`config.mk`:
```
export PLATFORM = sky130hd
export DESIGN_NAME = stack_allocator_engine_top
export DESIGN_NICKNAME = d
export VERILOG_FILES = /design/src/sae_pkg.sv /design/src/sae_stack.sv /design/src/stack_allocator_engine_top.sv
export SDC_FILE = /design/constraint.sdc
export NUM_CORES = 2
export LEC_CHECK = 0
export ABC_AREA = 1
export BUFFER_PORTS_ARGS = -buffer_cell sky130_fd_sc_hd__buf_4
export CELL_PAD_IN_SITES_DETAIL_PLACEMENT = 1
export CELL_PAD_IN_SITES_GLOBAL_PLACEMENT = 2
export CORE_ASPECT_RATIO = 1.25
export CORE_MARGIN = 3
export CORE_UTILIZATION = 25
export CTS_BUF_LIST = sky130_fd_sc_hd__clkbuf_4 sky130_fd_sc_hd__clkbuf_8
export DETAILED_ROUTE_END_ITERATION = 7
export PLACE_DENSITY_LB_ADDON = 0.1
export SLEW_MARGIN = 40
export SYNTH_ARGS = -nofsm -noshare
export SYNTH_HDL_FRONTEND = slang
export SYNTH_HIERARCHICAL = 1
export SYNTH_SLANG_ARGS = --single-unit
export TNS_END_PERCENT = 20
```
`constraint.sdc`:
```
create_clock -name clk -period 29.2 [get_ports clk]
set_clock_uncertainty 0.15 [all_clocks]
set_input_delay 1.46 -clock clk [delete_from_list [all_inputs] [get_ports clk]]
set_output_delay 1.46 -clock clk [all_outputs]
set_load 0.01 [all_outputs]
```
`src/sae_pkg.sv`:
```
package sae_pkg;

  localparam int MAX_LIVE     = 64;
  localparam int HEADER_BYTES = 1;
  localparam int ADDR_W       = 32;
  localparam int DATA_W       = 32;
  localparam int CNT_W        = $clog2(MAX_LIVE + 1);
  localparam int IDX_W        = (MAX_LIVE > 1) ? $clog2(MAX_LIVE) : 1;
  localparam int ADJ_W        = 8;
  localparam int CFG_IDX_W    = 2;

  localparam logic [DATA_W-1:0] POOL_RESET = DATA_W'(65536);

  typedef enum logic [1:0] {
    ACT_ALLOC = 2'd0,
    ACT_FREE  = 2'd1,
    ACT_CLEAR = 2'd2
  } action_t;

  typedef enum logic [1:0] {
    ST_OK       = 2'd0,
    ST_NO_SPACE = 2'd1,
    ST_FULL     = 2'd2,
    ST_BAD_FREE = 2'd3
  } status_t;

  typedef enum logic [CFG_IDX_W-1:0] {
    CFG_BASE = 2'd0,
    CFG_POOL = 2'd1
  } cfg_reg_t;

  typedef struct packed {
    logic [ADJ_W-1:0]  adj;
    logic [ADDR_W-1:0] addr;
  } stack_entry_t;

  // forward pad so the block is aligned with room for the header in front
  function automatic logic [ADJ_W-1:0] header_adjust(input logic [ADJ_W-1:0] top_lo,
                                                     input logic [2:0] lg);
    logic [ADJ_W-1:0] mask;
    logic [ADJ_W-1:0] a;
    logic [ADJ_W-1:0] hdr;
    logic [ADJ_W:0]   up;
    mask = (ADJ_W'(1) << lg) - ADJ_W'(1);
    hdr  = ADJ_W'(HEADER_BYTES);
    a    = (ADJ_W'(0) - top_lo) & mask;
    up   = '0;
    if (a < hdr) begin
      up = (({1'b0, hdr - a} + {1'b0, mask}) >> lg) << lg;
    end
    return a + up[ADJ_W-1:0];
  endfunction

endpackage

```
`src/sae_stack.sv`:
```
module sae_stack import sae_pkg::*; (
  input  logic         clk,
  input  logic         wr_en,
  input  logic [IDX_W-1:0] wr_idx,
  input  stack_entry_t wr_entry,
  input  logic [IDX_W-1:0] rd_idx,
  output stack_entry_t rd_entry
);

  stack_entry_t mem [MAX_LIVE];

  always_ff @(posedge clk) begin
    if (wr_en) begin
      mem[wr_idx] <= wr_entry;
    end
  end

  always_ff @(posedge clk) begin
    rd_entry <= mem[rd_idx];
  end

endmodule

```
`src/stack_allocator_engine_top.sv`:
```
// stack allocator: LIFO bump allocation over one region, with an aligned header pad
// request channel: start with action, request_bytes, align_log2, free_address;
//   a request is taken on a clock edge with start high and busy low
// result channel: done is high for exactly one cycle with status, block_address,
//   bytes_used and live_count; the receiver cannot stall, so nothing waits
// result timing: done and the result outputs are registered at the edge that leaves S_EXEC
// pacing: a new request is taken only after the last one leaves S_EXEC; the tracking stack sits in
//   a memory with a registered read, read at the accepting edge and consumed on the next one,
//   and busy covers that cycle
// config channel: cfg_valid/cfg_ready with cfg_index and cfg_data, ready while
//   not busy; writing base_address also empties the allocator
// reset: synchronous, active high; base 0, pool 65536 bytes, nothing live;
//   the stack memory is not cleared, only entries below the live count are used
module stack_allocator_engine_top import sae_pkg::*; (
  input  logic                 clk,
  input  logic                 rst,
  input  logic                 start,
  output logic                 busy,
  input  logic [1:0]           action,
  input  logic [DATA_W-1:0]    request_bytes,
  input  logic [2:0]           align_log2,
  input  logic [DATA_W-1:0]    free_address,
  output logic                 done,
  output logic [1:0]           status,
  output logic [DATA_W-1:0]    block_address,
  output logic [DATA_W-1:0]    bytes_used,
  output logic [CNT_W-1:0]     live_count,
  input  logic                 cfg_valid,
  output logic                 cfg_ready,
  input  logic [CFG_IDX_W-1:0] cfg_index,
  input  logic [DATA_W-1:0]    cfg_data
);

  typedef enum logic [1:0] {
    S_IDLE = 2'b01,
    S_EXEC = 2'b10
  } state_t;

  state_t             state;
  logic [DATA_W-1:0]  base_address;
  logic [DATA_W-1:0]  pool_bytes;
  logic [ADDR_W-1:0]  top_address;
  logic [DATA_W-1:0]  used_total;
  logic [CNT_W-1:0]   alloc_count;

  logic [1:0]         act_q;
  logic [DATA_W-1:0]  req_q;
  logic [2:0]         align_q;
  logic [DATA_W-1:0]  faddr_q;

  logic [ADDR_W-1:0]  top_next;
  logic [DATA_W-1:0]  used_next;
  logic [CNT_W-1:0]   count_next;
  logic [1:0]         status_next;
  logic [DATA_W-1:0]  block_next;

  logic [ADJ_W-1:0]   adj;
  logic [DATA_W+1:0]  need_total;
  logic [ADDR_W-1:0]  new_addr;
  logic [ADDR_W-1:0]  span;
  logic [CNT_W-1:0]   count_dec;
  logic               wr_en;
  stack_entry_t       wr_entry;
  stack_entry_t       rd_entry;

  assign busy      = (state == S_EXEC);
  assign cfg_ready = !busy;
  assign count_dec = alloc_count - CNT_W'(1);

  assign adj        = header_adjust(top_address[ADJ_W-1:0], align_q);
  assign need_total = (DATA_W+2)'(used_total) + (DATA_W+2)'(req_q) + (DATA_W+2)'(adj);
  assign new_addr   = top_address + ADDR_W'(adj);
  assign span       = (top_address - rd_entry.addr) + ADDR_W'(rd_entry.adj);
  assign wr_entry   = '{adj: adj, addr: new_addr};

  always_comb begin
    top_next    = top_address;
    used_next   = used_total;
    count_next  = alloc_count;
    status_next = ST_OK;
    block_next  = '0;
    wr_en       = 1'b0;
    case (act_q)
      ACT_ALLOC: begin
        if (alloc_count >= CNT_W'(MAX_LIVE)) begin
          status_next = ST_FULL;
        end else if (need_total > (DATA_W+2)'(pool_bytes)) begin
          status_next = ST_NO_SPACE;
        end else begin
          wr_en      = busy;
          top_next   = new_addr + ADDR_W'(req_q);
          used_next  = DATA_W'(need_total);
          count_next = alloc_count + CNT_W'(1);
          block_next = DATA_W'(new_addr);
        end
      end
      ACT_FREE: begin
        if (alloc_count == '0 || DATA_W'(rd_entry.addr) != faddr_q) begin
          status_next = ST_BAD_FREE;
        end else begin
          used_next  = used_total - DATA_W'(span);
          top_next   = rd_entry.addr - ADDR_W'(rd_entry.adj);
          count_next = count_dec;
        end
      end
      ACT_CLEAR: begin
        top_next   = ADDR_W'(base_address);
        used_next  = '0;
        count_next = '0;
      end
      default: begin
        status_next = ST_OK;
      end
    endcase
  end

  sae_stack u_stack (
    .clk      (clk),
    .wr_en    (wr_en),
    .wr_idx   (alloc_count[IDX_W-1:0]),
    .wr_entry (wr_entry),
    .rd_idx   (count_dec[IDX_W-1:0]),
    .rd_entry (rd_entry)
  );

  always_ff @(posedge clk) begin
    if (rst) begin
      state        <= S_IDLE;
      done         <= 1'b0;
      base_address <= '0;
      pool_bytes   <= POOL_RESET;
      top_address  <= '0;
      used_total   <= '0;
      alloc_count  <= '0;
    end else begin
      case (state)
        S_IDLE: begin
          done <= 1'b0;
          if (start) begin
            act_q   <= action;
            req_q   <= request_bytes;
            align_q <= align_log2;
            faddr_q <= free_address;
            state   <= S_EXEC;
          end
        end
        S_EXEC: begin
          top_address   <= top_next;
          used_total    <= used_next;
          alloc_count   <= count_next;
          status        <= status_next;
          block_address <= block_next;
          bytes_used    <= used_next;
          live_count    <= count_next;
          done          <= 1'b1;
          state         <= S_IDLE;
        end
        default: begin
          done  <= 1'b0;
          state <= S_IDLE;
        end
      endcase
      if (cfg_valid && cfg_ready) begin
        case (cfg_index)
          CFG_BASE: begin
            base_address <= cfg_data;
            top_address  <= ADDR_W'(cfg_data);
            used_total   <= '0;
            alloc_count  <= '0;
          end
          CFG_POOL: begin
            pool_bytes <= cfg_data;
          end
          default: begin
          end
        endcase
      end
    end
  end

endmodule

```
==> run summary <==
Worst hold slack: 0.244 ns
Data arrival, critical path: 15.47 ns
Num rows: 291
Min Tclk post-route: 14.79 ns
Syn Nets: 12000
Die H: 802 um
Initial Util: 0.252
Sequential share of the synthesized area: 0.668
Max Root-Sink Buffers: 4
Crit start category: flip-flop
WP data required: 29.88 ns
Syn_area_per_cell: 10.9 sq um
Worst-Margin Slew: 0.950 ns
Cell taking the most area after synthesis: edfxtp_1
Antenna Nets Post-Route: 0
Hold crit path type: in -> reg
CTS buffer count: 537
Via count: 90900
Vias in the first global route: 96500
CTS tree: yes
Worst setup EP type: flip-flop
Worst Slack Setup Final: 14.41 ns
Residual DRC: 0
Routed WL: 524000 um
Initial antenna violation count: 22
Root buf cell: clkbuf_8
CP Launch Point: align_q[2]
Layout area overhead: 16.3%
Status: finished clean
RSZ-0062 raised after global routing: false
Ports: 183
Setup Crit Path Kind: reg -> reg
Slew Limit Fails: 0
Via-to-Cell Ratio: 4.75
FF+latch count, synth: 2880
PwrDens: 69.2 nW/um^2
Core Region: 504000 sq um
First-pass GRT wire length: 741000 um
Final setup viols: 0
Ys flop type: edfxtp_1
Post-DP Area: 137000 sq um
Initial DRC Count: 5309
Lkg Pwr: 53.7 nW
Largest net degree at the start of global routing: 147
Synthesized area: 127000 sq um
Post-place setup slack: 14.16 ns
Distinct cells, synth: 61
Crit-path most repeated cell: nand2_1
# nets final: 12400
Slew HR: 0.367
CTS clk-pin slew, worst paths: 0.06 ns
Syn Inst Count: 11700
Clk_lat worst skew: 1.25 ns
Hold Startpoint: free_address[18]
Top cell type's share of synthesized area: 0.640
Filler cells: 56100
Crit-path slowest cell: edfxtp_1
# H-tree levels: 6
Hold Buf Count CTS: 0
Detailed-route wire length per cell: 27.3 um
Final Hold Fails: 0
FFs w/ async S/R, synth: 0
Post-DP HPWL: 331000 um
Worst r2r src: align_q[2]
Commonest non-fill, non-tap cell in the layout: nand2_1
Synth warn: 6
Post-CTS Setup Inserts: 0
CP max stage delay: 0.67 ns
Gpl congestion: 0.847
Most frequent cells in the layout: nand2_1, edfxtp_1, nand3_1
Setup TNS Final: 0 ns
TritonRoute pass-1 iters: 6
Final core occ: 0.293
Max Cap Viol: 0
Post-CTS sizing: 0
Port buffer count: 182
CTS sink count: 2880
Fin area: 148000 sq um
Top cells by area, synth: edfxtp_1, nand2_1, nand3_1
Die area: 516000 sq um
Gr usage total: 0.198
Layout cells sized above 1: 0.121
Grt ovf: 0
Die W: 643 um
Max Fanout on Critical Path: 47
VDD IR-drop max: 0.0000485 V
Post-synth EDFFs: 2702
Fin crit share: 0.506
Peak Freq: 67.6 MHz
-- cell type report --
cell class	count	area (sq um)	area share
clock inverters	212	1550	0.0105
repair buffers	439	3900	0.0264
flip-flops and latches	2880	84700	0.574
well taps	6739	8430	0.0572
diodes	13	32.5	0.000221
multi-input cells	7660	38000	0.258
clock buffers	729	8960	0.0608
inverters	484	1910	0.0130
-- synth_stat cells, drive strengths merged (3+ instances only) --
| master | count |
|---|---|
| a211oi | 6 |
| a21boi | 8 |
| a21o | 13 |
| a21oi | 378 |
| a221oi | 3 |
| a22oi | 24 |
| a31oi | 13 |
| buf | 490 |
| clkbuf | 167 |
| clkinv | 8 |
| dfxtp | 178 |
| edfxtp | 2702 |
| fa | 52 |
| ha | 209 |
| inv | 476 |
| nand2 | 3493 |
| nand3 | 2588 |
| nand3b | 4 |
| nand4 | 45 |
| nor2 | 309 |
| nor3 | 56 |
| nor4 | 28 |
| o211ai | 7 |
| o21a | 10 |
| o21ai | 213 |
| o21bai | 18 |
| o221ai | 4 |
| o22ai | 4 |
| o31ai | 3 |
| or2 | 9 |
| xnor2 | 54 |
| xor2 | 102 |
-- routing by layer --
metal	global-route usage	vias to the layer above	part of all wire	wire length, um
met3	0.0233	655	0.031	16300
li1	-	41600	-	-
met2	0.352	1522	0.50	263000
met1	0.253	47200	0.44	230000
met5	0	-	0.000025	13
met4	0.0541	2	0.027	14200
-- power by group --
part | switching, mW | internal (mW)
Combinational | 1.16 | 0.359
Clock | 1.83 | 2.12
Sequential | 0.0524 | 4.69
Total | 3.04 | 7.17
-- worst max-delay path: cells and delay by family, from the launching register on --
kind	cells	cell delay, ns
DFF	1	0.67
AOI/OAI and AO/OA	14	2.88
and+or+nand+nor	30	5.10
adders and majority gates	7	2.33
xor gates and xnor gates	3	0.52
buffers and inverters	10	2.65
-- registers in the layout (all words and copies together), names as in the netlist, 32 cells and up --
register	count
top_address	32
block_address	32
u_stack/mem	2560
req_q	32
faddr_q	32
bytes_used	32
u_stack/rd_entry	40
base_address	32
pool_bytes	32
used_total	32
-- final timing paths --
check | endpoint | slack [ns] | depth (start not counted)
worst max register to register | u_stack/mem[31][11] | 14.41 | 64
worst min register to register | base_address[15] | 0.30 | 2
worst max-delay path | u_stack/mem[31][11] | 14.41 | 64
worst min-delay path | faddr_q[18] | 0.24 | 1
-- metrics by stage --
step | std cells | power [mW]
4_1_cts | 19100 | 10.4
3_3_place_gp | 18200 | 6.36
2_1_floorplan | 11700 | 5.59
5_1_grt | 19100 | 10.7
3_5_place_dp | 18200 | 6.38
6_report | 19200 | 10.2
-- cells by family after synthesis --
kind of cell	Yosys count	synth area share
other	1	0.0000296
AO/OA/AOI/OAI	707	0.0310
adder cells (fa/ha/maj)	261	0.0288
XOR/XNOR	156	0.0108
AND/OR/NAND/NOR	6535	0.223
flip-flops	2880	0.668
buffers and inverters	1141	0.0387
(Power assumes the default switching activity.)
